### src/rtl/core/ps2md_pkg.sv
`default_nettype none

package ps2md_pkg;

    // cursor coordinate width
    localparam int COORD_W = 16;

    // protocol bytes
    localparam logic [7:0] ACK_BYTE   = 8'hFA;
    localparam logic [7:0] SYNC_MASK  = 8'hC8;
    localparam logic [7:0] SYNC_VALUE = 8'h08;

    // header bit positions
    localparam int HDR_LEFT   = 0;
    localparam int HDR_RIGHT  = 1;
    localparam int HDR_MIDDLE = 2;
    localparam int HDR_XSIGN  = 4;
    localparam int HDR_YSIGN  = 5;

    // mouse_mode codes
    localparam logic [1:0] MODE_STD   = 2'd0;
    localparam logic [1:0] MODE_WHEEL = 2'd1;
    localparam logic [1:0] MODE_FIVE  = 2'd2;
    // spare code, framed as standard three-byte
    localparam logic [1:0] MODE_SPARE = 2'd3;

    // register indexes (word address)
    localparam logic [1:0] REG_MODE   = 2'd0;
    localparam logic [1:0] REG_WIDTH  = 2'd1;
    localparam logic [1:0] REG_HEIGHT = 2'd2;

    // register reset values
    localparam logic [1:0]  MODE_RST   = MODE_STD;
    localparam logic [15:0] WIDTH_RST  = 16'd1024;
    localparam logic [15:0] HEIGHT_RST = 16'd768;

    typedef struct packed {
        logic [1:0]  mode;
        logic [15:0] width;
        logic [15:0] height;
    } cfg_t;

    // a completed packet, handed from framer to cursor stage
    typedef struct packed {
        logic              fire;
        logic [7:0]        header;
        logic [7:0]        x;
        logic [7:0]        y;
        logic signed [8:0] scroll;
    } pkt_t;

endpackage

`default_nettype wire

### src/rtl/core/ps2_mouse_packet_decoder_unit.sv
`default_nettype none

// Channel   Ports               Dir  Moves
// -------   -----------------   ---  ---------------------------------------
// input     s_valid/s_ready     in   one raw mouse byte per item
// result    m_valid/m_ready     out  one decoded packet item (deltas, cursor)
// config    psel..pready        in   APB, mode @0x0, width @0x4, height @0x8
//
// One byte per cycle sustained. A byte is held in the input register,
// then the framer and cursor clamp (one 18-bit add and compare per axis)
// write the result register. Reset clears phase, cursor and both valids and
// needs no clearing pass. Only a packet-ending byte waits on a stalled
// result; other bytes keep flowing while a result is held.

module ps2_mouse_packet_decoder_unit import ps2md_pkg::*; (
    input  wire logic                 aclk,
    input  wire logic                 aresetn,
    input  wire logic                 s_valid,
    output logic                      s_ready,
    input  wire logic [7:0]           s_data_byte,
    output logic                      m_valid,
    input  wire logic                 m_ready,
    output logic signed [8:0]         m_delta_x,
    output logic signed [9:0]         m_delta_y,
    output logic signed [8:0]         m_scroll,
    output logic                      m_left_button,
    output logic                      m_right_button,
    output logic                      m_middle_button,
    output logic        [COORD_W-1:0] m_cursor_x,
    output logic        [COORD_W-1:0] m_cursor_y,
    input  wire logic                 psel,
    input  wire logic                 penable,
    input  wire logic                 pwrite,
    input  wire logic [3:0]           paddr,
    input  wire logic [31:0]          pwdata,
    output logic      [31:0]          prdata,
    output logic                      pready
);

    cfg_t cfg;
    pkt_t pkt;
    logic res_busy;

    ps2md_regs u_regs (
        .aclk    (aclk),
        .aresetn (aresetn),
        .psel    (psel),
        .penable (penable),
        .pwrite  (pwrite),
        .paddr   (paddr),
        .pwdata  (pwdata),
        .prdata  (prdata),
        .pready  (pready),
        .cfg     (cfg)
    );

    ps2md_framer u_framer (
        .aclk        (aclk),
        .aresetn     (aresetn),
        .s_valid     (s_valid),
        .s_ready     (s_ready),
        .s_data_byte (s_data_byte),
        .cfg         (cfg),
        .res_busy    (res_busy),
        .pkt         (pkt)
    );

    ps2md_cursor u_cursor (
        .aclk            (aclk),
        .aresetn         (aresetn),
        .pkt             (pkt),
        .cfg             (cfg),
        .m_ready         (m_ready),
        .m_valid         (m_valid),
        .m_delta_x       (m_delta_x),
        .m_delta_y       (m_delta_y),
        .m_scroll        (m_scroll),
        .m_left_button   (m_left_button),
        .m_right_button  (m_right_button),
        .m_middle_button (m_middle_button),
        .m_cursor_x      (m_cursor_x),
        .m_cursor_y      (m_cursor_y),
        .res_busy        (res_busy)
    );

endmodule

`default_nettype wire

### src/rtl/core/ps2md_regs.sv
`default_nettype none

module ps2md_regs import ps2md_pkg::*; (
    input  wire logic        aclk,
    input  wire logic        aresetn,
    input  wire logic        psel,
    input  wire logic        penable,
    input  wire logic        pwrite,
    input  wire logic [3:0]  paddr,
    input  wire logic [31:0] pwdata,
    output logic      [31:0] prdata,
    output logic             pready,
    output cfg_t             cfg
);

    logic [1:0]  mode_reg;
    logic [15:0] width_reg;
    logic [15:0] height_reg;
    logic        wr_en;
    logic [1:0]  idx;

    assign pready = 1'b1;
    assign wr_en  = psel && penable && pwrite;
    assign idx    = paddr[3:2];

    // register writes
    always_ff @(posedge aclk) begin
        if (!aresetn) begin
            mode_reg   <= MODE_RST;
            width_reg  <= WIDTH_RST;
            height_reg <= HEIGHT_RST;
        end else if (wr_en) begin
            unique case (idx)
                REG_MODE:   mode_reg   <= pwdata[1:0];
                REG_WIDTH:  width_reg  <= pwdata[15:0];
                REG_HEIGHT: height_reg <= pwdata[15:0];
                default: ;
            endcase
        end
    end

    // read mux
    always_comb begin
        unique case (idx)
            REG_MODE:   prdata = {30'd0, mode_reg};
            REG_WIDTH:  prdata = {16'd0, width_reg};
            REG_HEIGHT: prdata = {16'd0, height_reg};
            default:    prdata = 32'd0;
        endcase
    end

    assign cfg.mode   = mode_reg;
    assign cfg.width  = width_reg;
    assign cfg.height = height_reg;

endmodule

`default_nettype wire

### src/rtl/core/ps2md_framer.sv
`default_nettype none

module ps2md_framer import ps2md_pkg::*; (
    input  wire logic       aclk,
    input  wire logic       aresetn,
    input  wire logic       s_valid,
    output logic            s_ready,
    input  wire logic [7:0] s_data_byte,
    input  wire cfg_t       cfg,
    input  wire logic       res_busy,
    output pkt_t            pkt
);

    typedef enum logic [2:0] {
        PH_ACK,
        PH_HEAD,
        PH_X,
        PH_Y,
        PH_WHEEL
    } phase_t;

    logic       in_valid_reg;
    logic [7:0] in_byte_reg;
    phase_t     phase_reg, phase_next;
    logic [7:0] header_reg, header_next;
    logic [7:0] x_reg, x_next;
    logic [7:0] y_reg, y_next;

    logic wheel_mode;
    logic produces;
    logic advance;

    assign wheel_mode = (cfg.mode == MODE_WHEEL) || (cfg.mode == MODE_FIVE);

    // does the held byte complete a packet
    assign produces = in_valid_reg &&
                      (((phase_reg == PH_Y) && !wheel_mode) || (phase_reg == PH_WHEEL));

    // bytes that emit nothing never wait on the result side
    assign advance = in_valid_reg && (!produces || !res_busy);
    assign s_ready = !in_valid_reg || advance;

    // phase and byte capture
    always_comb begin
        phase_next  = phase_reg;
        header_next = header_reg;
        x_next      = x_reg;
        y_next      = y_reg;
        unique case (phase_reg)
            PH_HEAD: begin
                if ((in_byte_reg & SYNC_MASK) == SYNC_VALUE) begin
                    header_next = in_byte_reg;
                    phase_next  = PH_X;
                end
            end
            PH_X: begin
                x_next     = in_byte_reg;
                phase_next = PH_Y;
            end
            PH_Y: begin
                y_next     = in_byte_reg;
                phase_next = wheel_mode ? PH_WHEEL : PH_HEAD;
            end
            PH_WHEEL: begin
                phase_next = PH_HEAD;
            end
            default: begin
                phase_next = (in_byte_reg == ACK_BYTE) ? PH_HEAD : PH_ACK;
            end
        endcase
    end

    // packet out; y comes straight from the byte when it is the last one
    always_comb begin
        pkt.fire   = advance && produces;
        pkt.header = header_reg;
        pkt.x      = x_reg;
        pkt.y      = (phase_reg == PH_Y) ? in_byte_reg : y_reg;
        if (phase_reg == PH_WHEEL)
            pkt.scroll = 9'sd0 - $signed({in_byte_reg[7], in_byte_reg});
        else
            pkt.scroll = 9'sd0;
    end

    always_ff @(posedge aclk) begin
        if (!aresetn) begin
            in_valid_reg <= 1'b0;
            phase_reg    <= PH_ACK;
            header_reg   <= 8'd0;
            x_reg        <= 8'd0;
            y_reg        <= 8'd0;
        end else begin
            if (s_valid && s_ready) begin
                in_valid_reg <= 1'b1;
            end else if (advance) begin
                in_valid_reg <= 1'b0;
            end
            if (advance) begin
                phase_reg  <= phase_next;
                header_reg <= header_next;
                x_reg      <= x_next;
                y_reg      <= y_next;
            end
        end
        if (s_valid && s_ready) begin
            in_byte_reg <= s_data_byte;
        end
    end

endmodule

`default_nettype wire

### src/rtl/core/ps2md_cursor.sv
`default_nettype none

module ps2md_cursor import ps2md_pkg::*; (
    input  wire logic                 aclk,
    input  wire logic                 aresetn,
    input  wire pkt_t                 pkt,
    input  wire cfg_t                 cfg,
    input  wire logic                 m_ready,
    output logic                      m_valid,
    output logic signed [8:0]         m_delta_x,
    output logic signed [9:0]         m_delta_y,
    output logic signed [8:0]         m_scroll,
    output logic                      m_left_button,
    output logic                      m_right_button,
    output logic                      m_middle_button,
    output logic        [COORD_W-1:0] m_cursor_x,
    output logic        [COORD_W-1:0] m_cursor_y,
    output logic                      res_busy
);

    localparam logic [16:0] COORD_MAX = 17'((1 << COORD_W) - 1);

    // pos + delta, clamped to [0, min(size-1, COORD_MAX)]; size 0 acts as 1
    function automatic logic [COORD_W-1:0] clamp_axis(
        input logic        [COORD_W-1:0] pos,
        input logic signed [9:0]         delta,
        input logic        [15:0]        size
    );
        logic        [16:0] lim;
        logic signed [17:0] v;
        if (size == 16'd0)
            lim = 17'd0;
        else
            lim = {1'b0, size - 16'd1};
        if (lim > COORD_MAX)
            lim = COORD_MAX;
        v = $signed({{(18 - COORD_W){1'b0}}, pos}) + $signed({{8{delta[9]}}, delta});
        if (v[17])
            clamp_axis = '0;
        else if (v[16:0] > lim)
            clamp_axis = lim[COORD_W-1:0];
        else
            clamp_axis = v[COORD_W-1:0];
    endfunction

    logic                      res_valid_reg;
    logic signed [8:0]         dx_reg;
    logic signed [9:0]         dy_reg;
    logic signed [8:0]         scroll_reg;
    logic        [2:0]         btn_reg;
    logic        [COORD_W-1:0] col_reg, col_next;
    logic        [COORD_W-1:0] row_reg, row_next;
    logic signed [8:0]         dx;
    logic signed [9:0]         dy;

    // motion decode
    assign dx = $signed({pkt.header[HDR_XSIGN], pkt.x});
    assign dy = 10'sd0 - $signed({{2{pkt.header[HDR_YSIGN]}}, pkt.y});

    assign col_next = clamp_axis(col_reg, {dx[8], dx}, cfg.width);
    assign row_next = clamp_axis(row_reg, dy, cfg.height);

    assign res_busy = res_valid_reg && !m_ready;

    always_ff @(posedge aclk) begin
        if (!aresetn) begin
            res_valid_reg <= 1'b0;
            col_reg       <= '0;
            row_reg       <= '0;
        end else if (pkt.fire) begin
            res_valid_reg <= 1'b1;
            col_reg       <= col_next;
            row_reg       <= row_next;
        end else if (m_ready) begin
            res_valid_reg <= 1'b0;
        end
        if (pkt.fire) begin
            dx_reg     <= dx;
            dy_reg     <= dy;
            scroll_reg <= pkt.scroll;
            btn_reg    <= {pkt.header[HDR_MIDDLE], pkt.header[HDR_RIGHT],
                           pkt.header[HDR_LEFT]};
        end
    end

    assign m_valid         = res_valid_reg;
    assign m_delta_x       = dx_reg;
    assign m_delta_y       = dy_reg;
    assign m_scroll        = scroll_reg;
    assign m_left_button   = btn_reg[0];
    assign m_right_button  = btn_reg[1];
    assign m_middle_button = btn_reg[2];
    assign m_cursor_x      = col_reg;
    assign m_cursor_y      = row_reg;

endmodule

`default_nettype wire

### config.mk
export PLATFORM = sky130hd
export DESIGN_NAME = ps2_mouse_packet_decoder_unit
export DESIGN_NICKNAME = d
export VERILOG_FILES = /design/src/rtl/core/ps2md_pkg.sv /design/src/rtl/core/ps2_mouse_packet_decoder_unit.sv /design/src/rtl/core/ps2md_regs.sv /design/src/rtl/core/ps2md_framer.sv /design/src/rtl/core/ps2md_cursor.sv
export SDC_FILE = /design/constraint.sdc
export NUM_CORES = 1
export LEC_CHECK = 0
export BUFFER_PORTS_ARGS = -buffer_cell sky130_fd_sc_hd__buf_2
export CAP_MARGIN = 20
export CELL_PAD_IN_SITES_DETAIL_PLACEMENT = 0
export CELL_PAD_IN_SITES_GLOBAL_PLACEMENT = 1
export CORE_MARGIN = 10
export CORE_UTILIZATION = 47
export CTS_CLUSTER_SIZE = 25
export DETAILED_ROUTE_END_ITERATION = 16
export PLACE_DENSITY = 0.92
export SLEW_MARGIN = 10
export SYNTH_ARGS = -nofsm -noshare
export SYNTH_HDL_FRONTEND = slang
export SYNTH_HIERARCHICAL = 1
export SYNTH_SLANG_ARGS = --single-unit
### constraint.sdc
create_clock -name aclk -period 14.3 [get_ports aclk]
set_input_delay 1.43 -clock aclk [delete_from_list [all_inputs] [get_ports aclk]]
set_output_delay 1.43 -clock aclk [all_outputs]
set_load 0.02 [all_outputs]
# Yosys cells after proc, flatten, opt, wreduce, memory -nomap -nowiden
# Cells that the tools add are included.
[classes]
n_eq_ne = 11
n_mux = 18
reduce_logical = 28
order_cmp = 4
add_sub_neg = 6
[op_table]
columns = ["cell", "n"]
rows = [
  ["$mux 16", 8],
  ["$pmux 16 s3", 1],
  ["$gt 17x16->1", 2],
  ["$gt 16x16->1 const B", 2],
  ["$logic_not 16->1", 2],
  ["$sub 16x1->16 const B", 2],
  ["$add 17x10->18", 1],
  ["$add 17x9->18", 1],
  ["$pmux 3 s4", 1],
  ["$reduce_and 2->1", 5],
  ["$sub 1x9->10 const A", 1],
  ["$sub 1x8->9 const A", 1],
  ["$eq 8x8->1 const B", 1],
  ["$logic_and 1x1->1", 8],
  ["$mux 8", 1],
  ["$eq 3x1->1 const B", 2],
  ["$eq 3x2->1 const B", 2],
  ["$mux 3", 2],
  ["$logic_not 1->1", 5],
  ["$mux 1", 5],
  ["$eq 2x1->1 const B", 2],
  ["$eq 2x2->1 const B", 2],
  ["$logic_or 1x1->1", 4],
  ["$reduce_bool 2->1", 2],
  ["4 further kinds", 4],
]
[totals]
elab_cells = 83
reg_bits = 132
out_inout_bits = 98
inputBits = 51

# Longest topological paths before layout
# Gate-level depths: netlist of run 1.
[logic_depth]
ltp_word = 12
mapped_depth = 24
mapped_depth_nobuf = 22

# By module
# Netlist of run 1, hierarchy kept.
[modules_own_cells]
columns = ["mod", "instances", "seq_area_each_um2", "area_each_um2", "cells_per_inst"]
rows = [
  ["ps2md_cursor", 1, 1591.5, 5565.3, 642],
  ["ps2md_framer", 1, 800.8, 1776.7, 160],
  ["ps2md_regs", 1, 680.7, 1686.6, 181],
]

# Worst setup path before layout of run 1
# No wires, ideal clock.
[synth_timing]
path_kind = "reg2reg"
from = "register u_framer.phase_reg[2]"
to = "register u_cursor.row_reg[15], in the netlist u_cursor/m_cursor_y[15]"
n_path_buf = 1
period_less_slack_ns = 5.426
slack_ns = 8.874
required_ns = 14.183
setup_time_ns = 0.117
t_arrival_ns = 5.309
stages_incl_launch_ff = 21
path_cell_list = "dfxtp_1 -> nand3b_2 -> buf_6 -> mux2_4 -> nor4_1 -> nand3b_1 -> xor2_1 -> ha_1 -> a21o_1 -> or3_1 -> o2111a_1 -> o41ai_1 -> xnor2_1 -> ha_1 -> a21o_1 -> a211oi_1 -> nand2_1 -> o31ai_1 -> o21ai_4 -> or2_2 -> a32o_1"
[synth_rtl]
columns = ["item", "line_no", "rtl"]
rows = [
  ["from (decl)", "ps2md_framer.sv:24", "phase_t phase_reg, phase_next;"],
  ["from (signal assigned)", "ps2md_framer.sv:99", "phase_reg <= phase_next;"],
  ["to (signal assigned)", "ps2md_cursor.sv:73", "row_reg <= row_next;"],
  ["to (decl)", "ps2md_cursor.sv:52", "logic [COORD_W-1:0] row_reg, row_next;"],
]

==> reports/metrics.cfg, run 1 <==
[floorplanning]
core-area_mm2 = 0.01871
die_h_um = 158.0
die_x_um = 158.0
num_rows = 50
ios = 149
die_area_mm2 = 0.02496
start_util = 0.4784

[min_path]
hold-path-endpoint = u_cursor/btn_reg[0]
hold_class = reg -> reg
hp-start = u_framer/header_reg[0]
whs_path_depth = 0

[placement]
post_dp_cell_area_mm2 = 0.009527
io_buffers = 113
dp.cells = 1289
hpwl_um = 16590
routabilityCongestion = 0.8810
dp_worst_setup_slack_ns = 7.853

[finish]
fin_nets = 1198
n_antenna_cell = 0
drive_gt1_frac = 0.1684
final_area_mm2 = 0.01014
fillers = 1691
syn_to_final_growth_pct = 13.27
final_cells = 1321

[global_route]
grt_usage = 0.1761
antenna_found_initial = 0
overflow = 0
grt_max_degree = 81
grt_pass1_wl_um = 35180
grt_pass1_vias = 6849

[pwr]
seqPwrFrac = 0.437
p_sw_uw = 199.1
power-per-cell-area_mw_per_mm2 = 88.58
p_sw_frac = 0.2217
ir_drop_v = 0.00006561
combPwrFrac = 0.057
clock_power_share = 0.507
power.internal_uw = 698.8
leakagePower_uw = 0.004519

[setup_path]
max_stage_delay_ns = 0.70
rr_startpoint = u_framer/phase_reg[1]
cp_max_fo = 19
crit_buf_inv = 0
r2r_end = u_cursor/m_cursor_y[15]
r2r_cells = 19
crit_slowest_cell = o31ai_1
cp-start-kind = flip-flop
r2r_setup_slack_ns = 7.70
crit_family = compound AO/OA/AOI/OAI gates
crit_type = reg -> reg
cp.arrival_ns = 6.90
cp-end-kind = flip-flop
required_ns = 14.60
cp_cell_sequence = nand3b_2 > mux2_4 > nor4_1 > nand3b_1 > xor2_1 > ha_1 > a21o_1 > or3_1 > o2111a_1 > o41ai_1 > xnor2_1 > ha_1 > a21o_1 > a211oi_1 > nand2_1 > o31ai_1 > o21ai_4 > or2_2 > a32o_1

[timing]
setup_ws_ns = 7.700
post-route-period-util = 0.4616
fin_crit_ns = 6.600
timing.setup.tns_ns = 0
rsz0062_at_grt = false
setup_viol_count_final = 0
maxSlewViolCount = 0
maxClockFrequency_mhz = 151.5
hold_violations = 0
finalClockSkew_ns = 0.009921
slew_headroom = 0.4269
worstMarginPinSlew_ns = 0.8524

[clock_tree]
cts-root-buf = clkbuf_16
cts_tree = done
clk_pin_slew_ns = 0.06
htreeDepth = 4
clk_latency_ns = 0.42
ctsHoldBuffers = 0
cts.repair.resized = 0
cts_setup_buffers = 0
numCtsBuffers = 17
clock-sinks = 131
clockBufferDepth = 2

[synth]
yosys_warnings = 6
synth_cells = 977
syn_avg_cell_area_um2 = 9.159
synth_area_mm2 = 0.008949

[status]
status = finished, final reports clean

[route]
routedWlPerCell_um = 16.73
drtIter0Drc = 430
dr.pass1.iters = 5
via_count = 7218
wl_met2_um = 10070
dr.max_layer_used = met4
route.detailed.drc = 0
ant_nets = 0
dr_wl_met3_um = 1368
wirelength_um = 22100
wl_met1_um = 10390
drt-vias-per-instance = 5.464

[run]
drv_cap = 0

worst max-delay path by stage:
stage                           from                      end  slack [ns]  depth (start not counted)
2_1_floorplan  u_framer/phase_reg[2]  u_cursor/m_cursor_y[15]        8.87                         20
3_3_place_gp   u_framer/phase_reg[1]  u_cursor/m_cursor_y[15]        7.95                         19
3_5_place_dp   u_framer/phase_reg[1]  u_cursor/m_cursor_y[15]        7.85                         19
4_1_cts        u_framer/phase_reg[1]  u_cursor/m_cursor_y[15]        7.78                         19
5_1_grt        u_framer/phase_reg[1]  u_cursor/m_cursor_y[15]        7.29                         19
6_report       u_framer/phase_reg[1]  u_cursor/m_cursor_y[15]        7.70                         19
stage by stage:
| stage | utilization | total power, µW | hold WS, ns |
|---|---|---|---|
| after floorplan | - | 438.7 | 0.4080 |
| after global placement | 0.5089 | 449.2 | 0.4184 |
| after detailed placement | 0.5093 | 449.9 | 0.4206 |
| after CTS | 0.5419 | 906.1 | 0.4386 |
| after global routing | 0.5419 | 929.8 | 0.4458 |
| final | 0.5419 | 897.9 | 0.4378 |
layout make-up:
type                       instances  area (µm²)  share of cell area
multi-input combinational        757        5433              0.5360
sequential                       131        3013              0.2972
timing repair buffer             118       603.1             0.05950
clock buffer                      22       454.2             0.04481
tap                              234       292.8             0.02889
inverter                          49       185.2             0.01827
clock inverter                    10       155.1             0.01531
layer usage:
metal / vias to the layer above / track usage
met5: - / 0
met4: 0 / 0.05955
met3: 20 / 0.03528
met2: 204 / 0.2803
met1: 3343 / 0.2334
li1: 3651 / -
power by group through the flow:
| stage | Clock [µW] | Combinational (µW) | Sequential (µW) |
|---|---|---|---|
| after global routing | 480 | 56.9 | 392 |
| after floorplan | 0 | 42.8 | 396 |
| after detailed placement | 0 | 50.4 | 400 |
| final | 455 | 51.0 | 392 |
| after global placement | 0 | 49.6 | 400 |
| after CTS | 463 | 51.0 | 392 |
cell usage in the layout (no fill, tap or decap), types with 21 or more instances in the layout:
cell      count
a21oi_1      36
a22o_1       21
buf_2       113
dfxtp_1      92
edfxtp_1     39
ha_1         71
inv_1        48
mux2i_1      78
nand2_1     122
nor2_1       58
nor2b_1      32
nor3_1       21
o21ai_0      42
xnor2_1      28
xor2_1       29
No activity file was read; power rests on OpenSTA's default activity.
==> run 2: changes to the inputs <==
ABC_AREA = 1   (was unset)
CORE_UTILIZATION = 42   (was 47)
PLACE_DENSITY = 0.88   (was 0.92)
clock period = 6.4 ns   (was 14.3 ns; I/O delays follow)
==> run 2 against run 1 <==
Effect of this change: sequential share of layout area fell by 2.3 points; final cell count rose by 37%; register-to-register slack got worse by 6.6 ns; total power grew to 2.6 times the previous value; critical path type unchanged; clock skew grew 0.00055 ns; global-route usage down 0.29 points; routed wire length up 15%; worst setup slack lost 6.6 ns; synthesized cell count up 45%; clock power up 120%.
==> reports/metrics.cfg, run 2 <==
[clock_tree]
clock-sinks = 131
clockBufferDepth = 2
numCtsBuffers = 17
ctsHoldBuffers = 0
cts_tree = done
clk_latency_ns = 0.42
htreeDepth = 4
clk_pin_slew_ns = 0.06
cts_setup_buffers = 0
cts.repair.resized = 0
cts-root-buf = clkbuf_16

[pwr]
ir_drop_v = 0.0001805
leakagePower_uw = 0.005496
power-per-cell-area_mw_per_mm2 = 209.3

[finish]
fillers = 2340
drive_gt1_frac = 0.1495
fin_nets = 1636
n_antenna_cell = 0
final_area_mm2 = 0.01097
syn_to_final_growth_pct = 13.08
final_common_cell = nand2_1
final_util = 0.4829
mostFrequentLayoutCells = nand2_1 (353), nor2_1 (176), inv_1 (167)

[route]
wirelength_um = 25470
via_count = 9000
route.detailed.drc = 0
drtIter0Drc = 549
ant_nets = 0
routedWlPerCell_um = 14.07
drt-vias-per-instance = 4.972
dr.pass1.iters = 5

[floorplanning]
die_area_mm2 = 0.02957
core-area_mm2 = 0.02271
num_rows = 55
start_util = 0.4271
die_h_um = 172.0
die_x_um = 172.0
ios = 149

[timing]
timing.setup.tns_ns = 0
hold_violations = 0
setup_ws_ns = 1.050
finalClockSkew_ns = 0.01047
worstMarginPinSlew_ns = 0.7814
maxClockFrequency_mhz = 186.9
rsz0062_at_grt = false
whs_ns = 0.3948
fin_crit_ns = 5.350
maxSlewViolCount = 0
setup_viol_count_final = 0
slew_headroom = 0.4790
post-route-period-util = 0.8359

[synth]
syn_avg_cell_area_um2 = 6.844
yosys_warnings = 6
synth_area_mm2 = 0.009698
synth_cells = 1417

[setup_path]
cp_max_fo = 17
crit_type = reg -> reg
required_ns = 6.75
rr_startpoint = u_framer/phase_reg[0]
cp.arrival_ns = 5.69
r2r_cells = 28
cp-start-kind = flip-flop
cp-end-kind = flip-flop
worst_path_most_repeated_cell = nand2_1
r2r_end = u_cursor/m_cursor_y[14]
crit_slowest_cell = dfxtp_1
max_stage_delay_ns = 0.45
r2r_setup_slack_ns = 1.05
crit_buf_inv = 2
crit_family = simple AND/OR/NAND/NOR gates

[placement]
dp_worst_setup_slack_ns = 1.075
post_dp_cell_area_mm2 = 0.01034
io_buffers = 113
hpwl_um = 19940
routabilityCongestion = 0.8505

[global_route]
grt_usage = 0.1732
grt_pass1_wl_um = 41920
grt_pass1_vias = 8395
gr-usage-met1 = 0.2260
busiest_layer = met2
overflow = 0
antenna_found_initial = 0
use_met3 = 0.03374
grt_max_degree = 60
grtUsageMet2 = 0.2894

[run]
drv_cap = 0

[min_path]
hold-path-endpoint = u_framer/in_byte_reg[1]
whs_path_depth = 1
hp-start = s_data_byte[1]
hold_class = in -> reg

[status]
status = finished, final reports clean

[run 2: report_power, final]
group          total (µW)  switching (µW)  leakage [µW]  internal [µW]
clock                 987             401      0.000291            586
sequential            892            17.0       0.00111            875
combinational         416             281       0.00410            136
[run 2: final cells by class]
type | count | area [µm²] | area share
clock buffers | 18 | 429.2 | 0.03913
well taps | 285 | 356.6 | 0.03252
clock inverters | 14 | 165.2 | 0.01506
multi-input cells | 1066 | 5697 | 0.5195
repair buffers | 118 | 638.1 | 0.05819
inverters | 178 | 668.1 | 0.06092
flip-flops and latches | 131 | 3013 | 0.2747
[run 2: how the worst max path moves through the flow]
stage | startpoint | endpoint | slack [ns] | cells after the start
5_1_grt | u_framer/phase_reg[0] | u_cursor/m_cursor_y[14] | 0.46 | 28
2_1_floorplan | u_framer/phase_reg[0] | u_cursor/m_cursor_y[9] | 1.90 | 29
3_3_place_gp | u_framer/phase_reg[0] | u_cursor/m_cursor_y[14] | 1.08 | 28
3_5_place_dp | u_framer/phase_reg[0] | u_cursor/m_cursor_y[14] | 1.08 | 28
6_report | u_framer/phase_reg[0] | u_cursor/m_cursor_y[14] | 1.05 | 28
4_1_cts | u_framer/phase_reg[0] | u_cursor/m_cursor_y[14] | 1.06 | 28
[run 2: through the flow]
stage               std cells  total power [µW]
floorplan                1432              1238
global placement         1775              1317
detailed placement       1776              1324
CTS                      1808              2315
global route             1810              2420
finish                   1810              2295
[run 2: metal layers]
metal  share of wire  up-vias  routed length (µm)
met3           0.050       14                1271
met2            0.48      163               12110
met5               0        -                   0
met4          0.0083        0                 212
met1            0.47     4065               11880
li1                -     4758                   -
==> run 3: changes to the inputs <==
ABC_AREA = 0   (was 1)
CORE_UTILIZATION = 40   (was 42)
PLACE_DENSITY = 0.84   (was 0.88)
clock period = 4.8 ns   (was 6.4 ns; I/O delays follow)
==> run 3 against run 2 <==
Effect of this change: the run now ends with setup timing left; worst setup slack got worse by 1.3 ns; die area is 2.8% lower; clock-buffer cell count unchanged; clock power grew 32%; sequential power up 30%; maximum frequency up 5.0%; non-clock buffer count is 67 higher; global-route usage shrank 0.92 points; total power grew 15%; combinational power shrank 58%; via count shrank 17%; hold slack worse by 0.16 ns; critical endpoint is now u_cursor/m_cursor_y[15]; largest cell class unchanged; largest power group unchanged; highest routed layer is now met5.
==> reports/metrics.cfg, run 3 (synthesis results as in run 1) <==
[floorplanning]
start_util = 0.4088
core-area_mm2 = 0.02189
ios = 149
num_rows = 54
die_h_um = 169.6
die_x_um = 169.6
die_area_mm2 = 0.02875

[setup_path]
required_ns = 5.12
cp_max_fo = 7
cp-start-kind = flip-flop
cp.arrival_ns = 5.42
cp-end-kind = flip-flop
crit_type = reg -> reg

[pwr]
p_sw_uw = 650.4
ir_drop_v = 0.0002230
power-per-cell-area_mw_per_mm2 = 243.2
combPwrFrac = 0.067
clock_power_share = 0.493
power.internal_uw = 1980
seqPwrFrac = 0.440
leakagePower_uw = 0.004913
p_sw_frac = 0.2472

[timing]
setup_ws_ns = -0.2941
fin_crit_ns = 5.094
slew_headroom = 0.3658
finalClockSkew_ns = 0.007794
maxSlewViolCount = 0
setup_viol_count_final = 16
post-route-period-util = 1.061
worstMarginPinSlew_ns = 0.9469
maxClockFrequency_mhz = 196.3
hold_violations = 0
rsz0062_at_grt = true

[placement]
io_buffers = 113
hpwl_um = 18750
routabilityCongestion = 0.9316
post_dp_cell_area_mm2 = 0.01012

[finish]
fillers = 2081
final_common_cell = nand2_1
fin_nets = 1265
n_antenna_cell = 0
syn_to_final_growth_pct = 20.90
final_util = 0.4942
register_area_mm2 = 0.003017
final_area_mm2 = 0.01082
multi_input_area_mm2 = 0.005573
mostFrequentLayoutCells = nand2_1 (122), buf_2 (114), dfxtp_1 (89)
drive_gt1_frac = 0.2392

[clock_tree]
cts_tree = done
clk_pin_slew_ns = 0.06
clockBufferDepth = 2
ctsHoldBuffers = 0
cts-root-buf = clkbuf_16
numCtsBuffers = 17
clock-sinks = 131
htreeDepth = 4
clk_latency_ns = 0.43

[status]
status = finished, violations left
violations = setup timing

[route]
route.detailed.drc = 0
wirelength_um = 24290
drt-vias-per-instance = 5.217
ant_nets = 0
drtIter0Drc = 604
dr.pass1.iters = 6
via_count = 7481
routedWlPerCell_um = 16.94

[run]
drv_cap = 0

[global_route]
grt_pass1_vias = 7276
grt_usage = 0.1641
overflow = 0
grt_max_degree = 75
antenna_found_initial = 3
grt_pass1_wl_um = 38360

[min_path]
hold_class = in -> reg

==> run 3: cell types whose count changed in the layout (fill, tap and decap cells not counted), sizes merged, moves of 21 or more <==
cell	change
nand2	-244
nand3	-153
inv	-133
nor2	-131
mux2i	+78
buf	+67
a21oi	-55
nor2b	+33
xnor2	+23
a22o	+21
==> run 3: routing by layer <==
metal,GRT usage,wire [µm]
met5,0,41
met3,0.04678,1469
met1,0.2119,11280
met2,0.2598,10980
met4,0.04991,521
==> run 3: what timing repair did <==
| item | 4_1_cts | 5_1_grt |
|---|---|---|
| setup buffers | 2 | 1 |
| setup endpoints to repair | 16 | 31 |
| resized for setup | 15 | 11 |
| pin swaps | 9 | 11 |
| gates cloned | 1 | 0 |
==> run 3: power groups by stage <==
stage / logic, µW / registers, µW / clock network [µW]
floorplan: 128 / 1180 / 0
global placement: 169 / 1180 / 0
detailed placement: 171 / 1180 / 0
CTS: 173 / 1160 / 1320
global route: 190 / 1160 / 1370
finish: 175 / 1160 / 1300
==> run 3: critical path, stage by stage, from the launching register on <==
cell and delay, ns:
dfxtp_2 0.32, nand3b_4 0.21, mux2_4 0.35, nor4_4 0.36, nand3b_1 0.17, xor2_2 0.24, ha_1 0.29, a21o_1 0.18
or3_4 0.34, o2111a_1 0.28, o41ai_2 0.37, xnor2_1 0.20, ha_1 0.29, a21o_1 0.17, a211oi_2 0.20, nand2_1 0.12
o31ai_4 0.30, o21ai_4 0.12, or2_4 0.25, a32o_1 0.24
==> run 3: worst paths after layout <==
path | start | to | slack, ns | cells after the start
worst min-delay path | s_data_byte[0] | u_framer/in_byte_reg[0] | 0.23 | 1
worst min register to register | u_framer/header_reg[2] | u_cursor/btn_reg[2] | 0.44 | 0
worst max-delay path | u_framer/phase_reg[2] | u_cursor/m_cursor_y[15] | -0.29 | 19
worst max register to register | u_framer/phase_reg[2] | u_cursor/m_cursor_y[15] | -0.29 | 19
==> run 3: area by class of cell <==
cell class	instances	share of cell area
inverters	49	0.01712
repair buffers	185	0.1027
clock inverters	14	0.01422
clock buffers	18	0.03967
multi-input cells	757	0.5151
well taps	280	0.03238
flip-flops and latches	131	0.2788
==> run 3: stage by stage <==
stage / hold slack [ns] / power (µW) / setup WS [ns] / std cells / TNS (ns)
2_1_floorplan: 0.4080 / 1307 / -0.1583 / 992 / -1.097
3_3_place_gp: 0.4168 / 1351 / -0.1750 / 1399 / -2.403
3_5_place_dp: 0.4303 / 1353 / -0.3392 / 1399 / -4.974
4_1_cts: 0.2218 / 2648 / -0.2070 / 1434 / -2.688
5_1_grt: 0.2165 / 2719 / -0.4734 / 1434 / -7.120
6_report: 0.2321 / 2631 / -0.2941 / 1434 / -4.112
